[config.mk]
export PLATFORM = sky130hd
export DESIGN_NAME = two_side_hit_time_difference_filter
export DESIGN_NICKNAME = d
export VERILOG_FILES = /design/src/rtl/tshtd_pkg.sv /design/src/rtl/tshtd_divider.sv /design/src/rtl/tshtd_accum.sv /design/src/rtl/two_side_hit_time_difference_filter.sv
export SDC_FILE = /design/constraint.sdc
export NUM_CORES = 1
export LEC_CHECK = 0
export BUFFER_PORTS_ARGS = -buffer_cell sky130_fd_sc_hd__clkbuf_2
export CORE_MARGIN = 4
export CORE_UTILIZATION = 50
export CTS_CLUSTER_DIAMETER = 60
export CTS_CLUSTER_SIZE = 12
export DETAILED_ROUTE_END_ITERATION = 10
export HOLD_SLACK_MARGIN = 0.02
export PLACE_DENSITY = 0.81
export SLEW_MARGIN = 10
export SYNTH_ARGS = -nofsm -noshare
export SYNTH_HDL_FRONTEND = slang
export SYNTH_HIERARCHICAL = 1
export SYNTH_SLANG_ARGS = --single-unit
[constraint.sdc]
create_clock -name clk -period 15.4 [get_ports clk]
set_input_delay 0 -clock clk [delete_from_list [all_inputs] [get_ports clk]]
set_output_delay 0 -clock clk [all_outputs]
set_load 0.005 [all_outputs]
[src/rtl/tshtd_pkg.sv]
// ----------------------------------------------------------------------------
// tshtd_pkg
// Types, widths and codes shared by the two-side hit time difference filter.
// ----------------------------------------------------------------------------
`default_nettype none

package tshtd_pkg;

    localparam int TIME_WIDTH         = 16;
    localparam int COUNT_WIDTH        = 8;
    localparam int CELL_WARNING_LIMIT = 32;
    localparam int SUM_WIDTH          = TIME_WIDTH + COUNT_WIDTH;
    localparam int STEP_WIDTH         = $clog2(SUM_WIDTH);
    localparam int DIFF_WIDTH         = 17;
    localparam int CHARGE_WIDTH       = 16;
    localparam int ETA_WIDTH          = 12;
    localparam int ETA_MIN_WIDTH      = 11;
    localparam int HITS_WIDTH         = 8;
    localparam int CFG_INDEX_WIDTH    = 2;
    localparam int CFG_DATA_WIDTH     = 17;
    localparam int S_TDATA_WIDTH      = 56;
    localparam int M_TDATA_WIDTH      = 72;

    localparam logic [COUNT_WIDTH-1:0] COUNT_MAX = {COUNT_WIDTH{1'b1}};

    localparam logic signed [CHARGE_WIDTH-1:0]  CHARGE_THRESHOLD_RESET = 16'sd6;
    localparam logic        [ETA_MIN_WIDTH-1:0] ETA_MINIMUM_RESET      = 11'd384;
    localparam logic        [HITS_WIDTH-1:0]    MIN_HITS_RESET         = 8'd2;
    localparam logic        [DIFF_WIDTH-1:0]    MAX_DIFF_RESET         = 17'd320;

    localparam logic signed [2:0] SIDE_A = 3'sd1;
    localparam logic signed [2:0] SIDE_C = -3'sd1;

    typedef enum logic [CFG_INDEX_WIDTH-1:0] {
        CFG_CHARGE_THRESHOLD    = 2'd0,
        CFG_ETA_MINIMUM         = 2'd1,
        CFG_MIN_HITS_PER_SIDE   = 2'd2,
        CFG_MAX_TIME_DIFFERENCE = 2'd3
    } cfg_index_t;

    typedef enum logic [2:0] {
        ST_IDLE,
        ST_ACCUM,
        ST_START_A,
        ST_WAIT_A,
        ST_START_C,
        ST_WAIT_C,
        ST_FINISH
    } state_t;

    // last field in the lowest bits
    typedef struct packed {
        logic [2:0]                     pad;
        logic signed [TIME_WIDTH-1:0]   cell_time;
        logic [1:0]                     channel_number;
        logic [3:0]                     module_number;
        logic signed [2:0]              side_code;
        logic signed [ETA_WIDTH-1:0]    cell_eta;
        logic signed [CHARGE_WIDTH-1:0] cell_charge;
    } in_payload_t;

    typedef struct packed {
        logic [3:0]                   pad;
        logic                         too_many_cells;
        logic                         pass_cut;
        logic                         difference_valid;
        logic signed [DIFF_WIDTH-1:0] time_difference;
        logic [HITS_WIDTH-1:0]        hits_c;
        logic [HITS_WIDTH-1:0]        hits_a;
        logic signed [TIME_WIDTH-1:0] mean_time_c;
        logic signed [TIME_WIDTH-1:0] mean_time_a;
    } out_payload_t;

    typedef struct packed {
        logic signed [CHARGE_WIDTH-1:0] charge_threshold;
        logic        [ETA_MIN_WIDTH-1:0] eta_minimum;
    } cut_cfg_t;

    typedef struct packed {
        logic update;
        logic clear;
    } acc_ctrl_t;

endpackage

`default_nettype wire

[src/rtl/tshtd_divider.sv]
// ----------------------------------------------------------------------------
// tshtd_divider
// Restoring signed-by-unsigned divider, one quotient bit per cycle,
// truncating toward zero; a zero divisor yields zero.
// ----------------------------------------------------------------------------
`default_nettype none

module tshtd_divider (
    input  wire logic                                   clk,
    input  wire logic                                   rst_n,
    input  wire logic                                   start,
    input  wire logic signed [tshtd_pkg::SUM_WIDTH-1:0]  dividend,
    input  wire logic [tshtd_pkg::COUNT_WIDTH-1:0]      divisor,
    output logic                                        done,
    output logic signed [tshtd_pkg::TIME_WIDTH-1:0]     quotient
);
    import tshtd_pkg::*;

    logic                   busy_reg;
    logic                   done_reg;
    logic [STEP_WIDTH-1:0]  step_reg;
    logic [COUNT_WIDTH-1:0] rem_reg;
    logic [SUM_WIDTH-1:0]   quo_reg;
    logic [COUNT_WIDTH-1:0] div_reg;
    logic                   neg_reg;
    logic                   zero_reg;

    logic [COUNT_WIDTH:0]   trial;
    logic [COUNT_WIDTH:0]   diff;
    logic                   fits;
    logic [SUM_WIDTH-1:0]   signed_quo;

    assign trial = {rem_reg, quo_reg[SUM_WIDTH-1]};
    assign diff  = trial - {1'b0, div_reg};
    assign fits  = trial >= {1'b0, div_reg};

    always_ff @(posedge clk or negedge rst_n)
    begin
        if (!rst_n)
        begin
            busy_reg <= 1'b0;
            done_reg <= 1'b0;
            step_reg <= '0;
        end
        else
        begin
            done_reg <= 1'b0;
            if (start)
            begin
                busy_reg <= 1'b1;
                step_reg <= '0;
            end
            else if (busy_reg)
            begin
                if (step_reg == STEP_WIDTH'(SUM_WIDTH - 1))
                begin
                    busy_reg <= 1'b0;
                    done_reg <= 1'b1;
                end
                step_reg <= step_reg + 1'b1;
            end
        end
    end

    always_ff @(posedge clk)
    begin
        if (start)
        begin
            rem_reg  <= '0;
            quo_reg  <= dividend[SUM_WIDTH-1] ? SUM_WIDTH'(-dividend) : SUM_WIDTH'(dividend);
            div_reg  <= divisor;
            neg_reg  <= dividend[SUM_WIDTH-1];
            zero_reg <= (divisor == '0);
        end
        else if (busy_reg)
        begin
            rem_reg <= fits ? diff[COUNT_WIDTH-1:0] : trial[COUNT_WIDTH-1:0];
            quo_reg <= {quo_reg[SUM_WIDTH-2:0], fits};
        end
    end

    assign signed_quo = neg_reg ? SUM_WIDTH'(-quo_reg) : quo_reg;
    assign quotient   = zero_reg ? '0 : signed_quo[TIME_WIDTH-1:0];
    assign done       = done_reg;

endmodule

`default_nettype wire

[src/rtl/tshtd_accum.sv]
// ----------------------------------------------------------------------------
// tshtd_accum
// Cell qualification and per-side saturating hit time sums and counts.
// ----------------------------------------------------------------------------
`default_nettype none

module tshtd_accum (
    input  wire logic                                   clk,
    input  wire logic                                   rst_n,
    input  wire tshtd_pkg::acc_ctrl_t                   ctrl,
    input  wire tshtd_pkg::cut_cfg_t                    cfg,
    input  wire tshtd_pkg::in_payload_t                 cell_data,
    output logic signed [tshtd_pkg::SUM_WIDTH-1:0]      sum_a,
    output logic signed [tshtd_pkg::SUM_WIDTH-1:0]      sum_c,
    output logic [tshtd_pkg::COUNT_WIDTH-1:0]           count_a,
    output logic [tshtd_pkg::COUNT_WIDTH-1:0]           count_c
);
    import tshtd_pkg::*;

    logic signed [SUM_WIDTH-1:0] sum_a_reg, sum_a_next;
    logic signed [SUM_WIDTH-1:0] sum_c_reg, sum_c_next;
    logic [COUNT_WIDTH-1:0]      count_a_reg, count_a_next;
    logic [COUNT_WIDTH-1:0]      count_c_reg, count_c_next;

    logic [ETA_WIDTH-1:0]        abs_eta;
    logic                        accept;
    logic signed [SUM_WIDTH-1:0] time_ext;

    always_comb
    begin
        abs_eta  = cell_data.cell_eta[ETA_WIDTH-1] ? ETA_WIDTH'(-cell_data.cell_eta)
                                                   : ETA_WIDTH'(cell_data.cell_eta);
        accept   = (cell_data.cell_charge >= cfg.charge_threshold) &&
                   (abs_eta >= {1'b0, cfg.eta_minimum}) &&
                   !cell_data.module_number[3] && !cell_data.channel_number[1];
        time_ext = SUM_WIDTH'(cell_data.cell_time);

        sum_a_next   = sum_a_reg;
        sum_c_next   = sum_c_reg;
        count_a_next = count_a_reg;
        count_c_next = count_c_reg;

        if (ctrl.clear)
        begin
            sum_a_next   = '0;
            sum_c_next   = '0;
            count_a_next = '0;
            count_c_next = '0;
        end
        else if (ctrl.update && accept)
        begin
            if (cell_data.side_code == SIDE_A && count_a_reg != COUNT_MAX)
            begin
                sum_a_next   = sum_a_reg + time_ext;
                count_a_next = count_a_reg + 1'b1;
            end
            else if (cell_data.side_code == SIDE_C && count_c_reg != COUNT_MAX)
            begin
                sum_c_next   = sum_c_reg + time_ext;
                count_c_next = count_c_reg + 1'b1;
            end
        end
    end

    always_ff @(posedge clk or negedge rst_n)
    begin
        if (!rst_n)
        begin
            sum_a_reg   <= '0;
            sum_c_reg   <= '0;
            count_a_reg <= '0;
            count_c_reg <= '0;
        end
        else
        begin
            sum_a_reg   <= sum_a_next;
            sum_c_reg   <= sum_c_next;
            count_a_reg <= count_a_next;
            count_c_reg <= count_c_next;
        end
    end

    assign sum_a   = sum_a_reg;
    assign sum_c   = sum_c_reg;
    assign count_a = count_a_reg;
    assign count_c = count_c_reg;

endmodule

`default_nettype wire

[src/rtl/two_side_hit_time_difference_filter.sv]
// ----------------------------------------------------------------------------
// two_side_hit_time_difference_filter
// Per-event mean hit time on both detector sides, their difference and a
// pass flag, computed with one shared serial divider.
// ----------------------------------------------------------------------------
//  channel | direction | handshake          | payload
//  s       | in        | s_tvalid/s_tready  | s_tdata cell fields, s_tlast end of event
//  m       | out       | m_tvalid/m_tready  | m_tdata event result
//  cfg     | in        | cfg_valid/cfg_ready| cfg_index, cfg_data
//
//  A cell is captured, then qualified and accumulated.
//  A last cell adds two 24-step divisions on the shared divider, side A first,
//  then side C, and a finish state.
//  The result sits in an output register; the next event is accepted meanwhile,
//  and the finish state waits only if that register is still full.
//  Reset is asynchronous; cell, mean and result data registers are not reset.
// ----------------------------------------------------------------------------
`default_nettype none

module two_side_hit_time_difference_filter (
    input  wire logic                                    clk,
    input  wire logic                                    rst_n,
    input  wire logic                                    s_tvalid,
    output logic                                         s_tready,
    // cell_charge, cell_eta, side_code, module_number, channel_number, cell_time
    input  wire logic [tshtd_pkg::S_TDATA_WIDTH-1:0]     s_tdata,
    input  wire logic                                    s_tlast,
    output logic                                         m_tvalid,
    input  wire logic                                    m_tready,
    // mean_time_a, mean_time_c, hits_a, hits_c, time_difference,
    // difference_valid, pass_cut, too_many_cells
    output logic [tshtd_pkg::M_TDATA_WIDTH-1:0]          m_tdata,
    input  wire logic                                    cfg_valid,
    output logic                                         cfg_ready,
    input  wire logic [tshtd_pkg::CFG_INDEX_WIDTH-1:0]   cfg_index,
    input  wire logic [tshtd_pkg::CFG_DATA_WIDTH-1:0]    cfg_data
);
    import tshtd_pkg::*;

    state_t state_reg, state_next;

    logic signed [CHARGE_WIDTH-1:0] charge_threshold_reg;
    logic [ETA_MIN_WIDTH-1:0]       eta_minimum_reg;
    logic [HITS_WIDTH-1:0]          min_hits_reg;
    logic [DIFF_WIDTH-1:0]          max_diff_reg;

    in_payload_t                    cell_reg;
    logic                           last_reg;
    logic signed [TIME_WIDTH-1:0]   mean_a_reg;
    logic signed [TIME_WIDTH-1:0]   mean_c_reg;
    logic                           out_valid_reg;
    out_payload_t                   out_reg;

    acc_ctrl_t                      acc_ctrl;
    cut_cfg_t                       cut_cfg;
    logic signed [SUM_WIDTH-1:0]    sum_a, sum_c;
    logic [COUNT_WIDTH-1:0]         count_a, count_c;

    logic                           div_start;
    logic                           div_sel_c;
    logic                           div_done;
    logic signed [TIME_WIDTH-1:0]   div_quotient;
    logic                           load_out;

    logic                           valid;
    logic signed [DIFF_WIDTH-1:0]   diff;
    logic [DIFF_WIDTH-1:0]          abs_diff;
    logic [COUNT_WIDTH:0]           total_hits;

    assign cut_cfg.charge_threshold = charge_threshold_reg;
    assign cut_cfg.eta_minimum      = eta_minimum_reg;

    tshtd_accum u_accum (
        .clk       (clk),
        .rst_n     (rst_n),
        .ctrl      (acc_ctrl),
        .cfg       (cut_cfg),
        .cell_data (cell_reg),
        .sum_a     (sum_a),
        .sum_c     (sum_c),
        .count_a   (count_a),
        .count_c   (count_c)
    );

    tshtd_divider u_divider (
        .clk      (clk),
        .rst_n    (rst_n),
        .start    (div_start),
        .dividend (div_sel_c ? sum_c : sum_a),
        .divisor  (div_sel_c ? count_c : count_a),
        .done     (div_done),
        .quotient (div_quotient)
    );

    always_comb
    begin
        state_next    = state_reg;
        s_tready      = 1'b0;
        acc_ctrl      = '0;
        div_start     = 1'b0;
        div_sel_c     = 1'b0;
        load_out      = 1'b0;

        case (state_reg)
            ST_IDLE:
            begin
                s_tready = 1'b1;
                if (s_tvalid)
                    state_next = ST_ACCUM;
            end
            ST_ACCUM:
            begin
                acc_ctrl.update = 1'b1;
                state_next      = last_reg ? ST_START_A : ST_IDLE;
            end
            ST_START_A:
            begin
                div_start  = 1'b1;
                state_next = ST_WAIT_A;
            end
            ST_WAIT_A:
            begin
                if (div_done)
                    state_next = ST_START_C;
            end
            ST_START_C:
            begin
                div_sel_c  = 1'b1;
                div_start  = 1'b1;
                state_next = ST_WAIT_C;
            end
            ST_WAIT_C:
            begin
                div_sel_c = 1'b1;
                if (div_done)
                    state_next = ST_FINISH;
            end
            ST_FINISH:
            begin
                if (!out_valid_reg || m_tready)
                begin
                    load_out       = 1'b1;
                    acc_ctrl.clear = 1'b1;
                    state_next     = ST_IDLE;
                end
            end
            default:
            begin
                state_next = ST_IDLE;
            end
        endcase
    end

    always_ff @(posedge clk or negedge rst_n)
    begin
        if (!rst_n)
            state_reg <= ST_IDLE;
        else
            state_reg <= state_next;
    end

    // configuration registers
    assign cfg_ready = 1'b1;

    always_ff @(posedge clk or negedge rst_n)
    begin
        if (!rst_n)
        begin
            charge_threshold_reg <= CHARGE_THRESHOLD_RESET;
            eta_minimum_reg      <= ETA_MINIMUM_RESET;
            min_hits_reg         <= MIN_HITS_RESET;
            max_diff_reg         <= MAX_DIFF_RESET;
        end
        else if (cfg_valid)
        begin
            case (cfg_index)
                CFG_CHARGE_THRESHOLD:    charge_threshold_reg <= cfg_data[CHARGE_WIDTH-1:0];
                CFG_ETA_MINIMUM:         eta_minimum_reg      <= cfg_data[ETA_MIN_WIDTH-1:0];
                CFG_MIN_HITS_PER_SIDE:   min_hits_reg         <= cfg_data[HITS_WIDTH-1:0];
                CFG_MAX_TIME_DIFFERENCE: max_diff_reg         <= cfg_data[DIFF_WIDTH-1:0];
                default:                 ;
            endcase
        end
    end

    // capture the cell and the divider results
    always_ff @(posedge clk)
    begin
        if (s_tvalid && s_tready)
        begin
            cell_reg <= in_payload_t'(s_tdata);
            last_reg <= s_tlast;
        end
        if (div_done && !div_sel_c)
            mean_a_reg <= div_quotient;
        if (div_done && div_sel_c)
            mean_c_reg <= div_quotient;
    end

    // event result
    always_comb
    begin
        valid      = (HITS_WIDTH'(count_a) >= min_hits_reg) &&
                     (HITS_WIDTH'(count_c) >= min_hits_reg);
        diff       = valid ? (DIFF_WIDTH'(mean_a_reg) - DIFF_WIDTH'(mean_c_reg)) : '0;
        abs_diff   = diff[DIFF_WIDTH-1] ? DIFF_WIDTH'(-diff) : DIFF_WIDTH'(diff);
        total_hits = {1'b0, count_a} + {1'b0, count_c};
    end

    always_ff @(posedge clk or negedge rst_n)
    begin
        if (!rst_n)
            out_valid_reg <= 1'b0;
        else if (load_out)
            out_valid_reg <= 1'b1;
        else if (m_tready)
            out_valid_reg <= 1'b0;
    end

    always_ff @(posedge clk)
    begin
        if (load_out)
        begin
            out_reg.pad              <= '0;
            out_reg.mean_time_a      <= mean_a_reg;
            out_reg.mean_time_c      <= mean_c_reg;
            out_reg.hits_a           <= HITS_WIDTH'(count_a);
            out_reg.hits_c           <= HITS_WIDTH'(count_c);
            out_reg.time_difference  <= diff;
            out_reg.difference_valid <= valid;
            out_reg.pass_cut         <= valid && (abs_diff < max_diff_reg);
            out_reg.too_many_cells   <= int'(total_hits) > CELL_WARNING_LIMIT;
        end
    end

    assign m_tvalid = out_valid_reg;
    assign m_tdata  = M_TDATA_WIDTH'(out_reg);

endmodule

`default_nettype wire

==> results.py <==
metrics = {
    "die": {
        "io-pin-count": 156,
        "die_y_um": 200.4,
        "rows": 70,
        "coreArea_um2": 36520,
        "start_util_pct": 50.68,
        "fp.dieW_um": 200.4,
        "die-area_um2": 40160,
    },
    "global_routing": {
        "met3_usage_pct": 3.416,
        "grt-busiest-layer": "met2",
        "first_global_vias": 13530,
        "grt_pass1_wl_mm": 68.67,
        "grt_remaining_overflow": 0,
        "grt_max_degree": 76,
        "antenna_found_initial": 1,
        "gr-usage-met2_pct": 34.50,
        "track_usage_pct": 20.47,
        "met1_usage_pct": 27.12,
    },
    "routing": {
        "drtAntennaViolNets": 0,
        "vias": 13700,
        "finalWirelength_mm": 42.50,
        "drt_iter0_drc": 1048,
        "drcViolationCount": 0,
        "drt-wirelength-per-cell_um": 18.07,
        "drtPass1Iterations": 5,
        "via_per_inst": 5.824,
    },
    "power_and_ir_drop": {
        "clkPwrFrac_pct": 30.2,
        "seq_power_share_pct": 43.9,
        "p_sw_uw": 817.0,
        "peakVddDrop_uv": 111.7,
        "power_frac_comb_pct": 25.9,
        "power_switching_share_pct": 31.24,
        "powerDensity_nw_per_um2": 122.0,
        "intPower_uw": 1798,
        "p_leak_uw": 0.009478,
    },
    "synthesis": {
        "yosys_warnings": 6,
        "syn-instance-count": 1643,
        "syn_area_um2": 18510,
        "avgSynthCellArea_um2": 11.27,
    },
    "placement": {
        "portBuffers": 143,
        "pre_cts_slack_ns": 10.77,
        "hpwl_mm": 29.67,
        "gp_congestion": 0.9013,
    },
    "setup_path": {
        "reg2reg_depth": 24,
        "cp-end-kind": "flop",
        "critical-path-max-stage-delay_ns": 0.45,
        "cp-start-kind": "flop",
        "worstPathArrival_ns": 5.04,
        "required_ns": 15.69,
        "worst_path_max_delay_cell": "dfrtp_1",
        "cp_max_fo": 23,
        "crit_chain": "inv_1, ha_1, nand2b_1, a21o_1, a211oi_1, or3_1, o2bb2ai_2, buf_4, inv_2, nand2b_1, ha_1, nand2_1, nor2_1, or3_1, a21oi_1, ha_1, nand4_1, a21oi_1, nor2_1, a21boi_0, o21a_1, o21ai_0, a2111oi_0, nor4b_1",
        "crit_top_cell": "ha_1",
        "critPathKind": "flop to flop",
    },
    "cts": {
        "clockRootBuffer": "clkbuf_16",
        "numClockSinks": 319,
        "cts_buffer_depth": 3,
        "hold_buffers": 70,
        "clock_latency_ns": 0.54,
        "cts.clk_slew.worst_paths_ns": 0.06,
        "cts_buffers": 35,
        "cts_resized": 0,
        "htreeDepth": 2,
        "cts_setup_buffers": 0,
        "tritoncts": "done",
    },
    "sta": {
        "report.final.slew_viol_count": 0,
        "finalHoldViolations": 0,
        "grt_setup_unrepaired": "false",
        "setup_viol": 0,
        "skew_ns": 0.03334,
        "period_share_pct": 30.87,
        "min_period_ns": 4.754,
        "fin_setup_tns_ns": 0,
        "fin_ws_ns": 10.65,
        "max_freq_ghz": 0.2104,
        "worst_pin_slew_ns": 1.099,
        "slew_headroom_pct": 26.47,
    },
    "hold_path": {
        "holdPathStages": 3,
        "hp-class": "primary input to flop",
    },
    "run_status": {
        "status": "complete, no violations",
    },
    "finish": {
        "largest_reg_flops": 68,
        "final_nets": 2089,
        "syn2layout_area_growth_pct": 15.83,
        "fin_util_pct": 58.70,
        "drive_gt1_share_pct": 18.16,
    },
    "run": {
        "maxCapViolCount": 0,
    },
}
-- area by class of cell --
class	count	area, um^2
fill	2837	15080
multi-input combinational	1168	8980
sequential	319	8872
timing repair buffer	226	1524
clock buffer	53	994.7
tap	468	585.6
inverter	109	409.1
clock inverter	8	70.07
antenna	1	2.502
-- path summary, 6_finish.rpt --
path / end / startpoint / slack (ns)
setup / recovery: m_tdata[66] / u_accum/count_c[0] / 10.65
hold reg to reg: m_tdata[25] / mean_c_reg[9] / 0.45
max in group asynchronous: max_diff_reg[14] / rst_n / 13.90
hold / removal: charge_threshold_reg[8] / cfg_valid / 0.05
setup reg to reg: m_tdata[66] / u_accum/count_c[0] / 10.65
min in group asynchronous: u_accum/sum_a[16] / rst_n / 0.06
-- per-layer routing --
| layer | up-vias | share of wire [%] |
|---|---|---|
| li1 | 6505 | - |
| met2 | 489 | 48 |
| met5 | - | 0 |
| met4 | 0 | 3.2 |
| met1 | 6590 | 43 |
| met3 | 113 | 6.0 |
-- stage by stage --
step | total power, uW | instance area (um^2) | hold slack, ns | cells
5_1_grt | 2759 | 21440 | 0.04848 | 2352
6_report | 2615 | 21440 | 0.05096 | 2352
2_1_floorplan | 1641 | 18520 | -0.2956 | 1646
3_5_place_dp | 1806 | 19630 | 0.08353 | 2217
3_3_place_gp | 1763 | 19630 | 0.08195 | 2217
4_1_cts | 2613 | 21400 | 0.03564 | 2348
-- power groups by stage --
stage / combinational [uW] / clock [uW] / sequential [uW]
2_1_floorplan: 518 / 0 / 1120
3_3_place_gp: 609 / 0 / 1150
3_5_place_dp: 646 / 0 / 1160
4_1_cts: 665 / 803 / 1150
5_1_grt: 753 / 844 / 1160
6_report: 677 / 791 / 1150
-- worst max-delay path: cells and delay by family (launching register included) --
family / cells / cell delay [ns]
buffers and inverters: 3 / 0.51
adders and majority gates: 3 / 0.79
AOI/OAI and AO/OA: 9 / 1.07
DFF: 1 / 0.45
and+or+nand+nor: 9 / 1.69
-- placed cells by master, fill, tap and decap left out, types with 10 or more instances in the layout --
cell and n:
nand2b_1 25, clkbuf_2 142, nor3_1 17, ha_1 144
xor2_1 64, edfxtp_1 184, inv_1 108, a211oi_1 17
xnor2_1 51, nor2_1 129, or4_1 11, nand2_1 75
o31ai_1 27, o21a_1 13, a22o_1 47, clkbuf_1 14
a211o_1 10, dlygate4sd3_1 73, and2_1 11, clkbuf_16 36
nand3_1 23, nand4_1 20, dfrtp_1 120, a21oi_1 100
a21o_1 44, nor2b_1 16, o21ai_0 61, mux2_2 88
o21bai_1 10, or3_1 19, buf_4 11
Power figures use the tool's default switching activity.
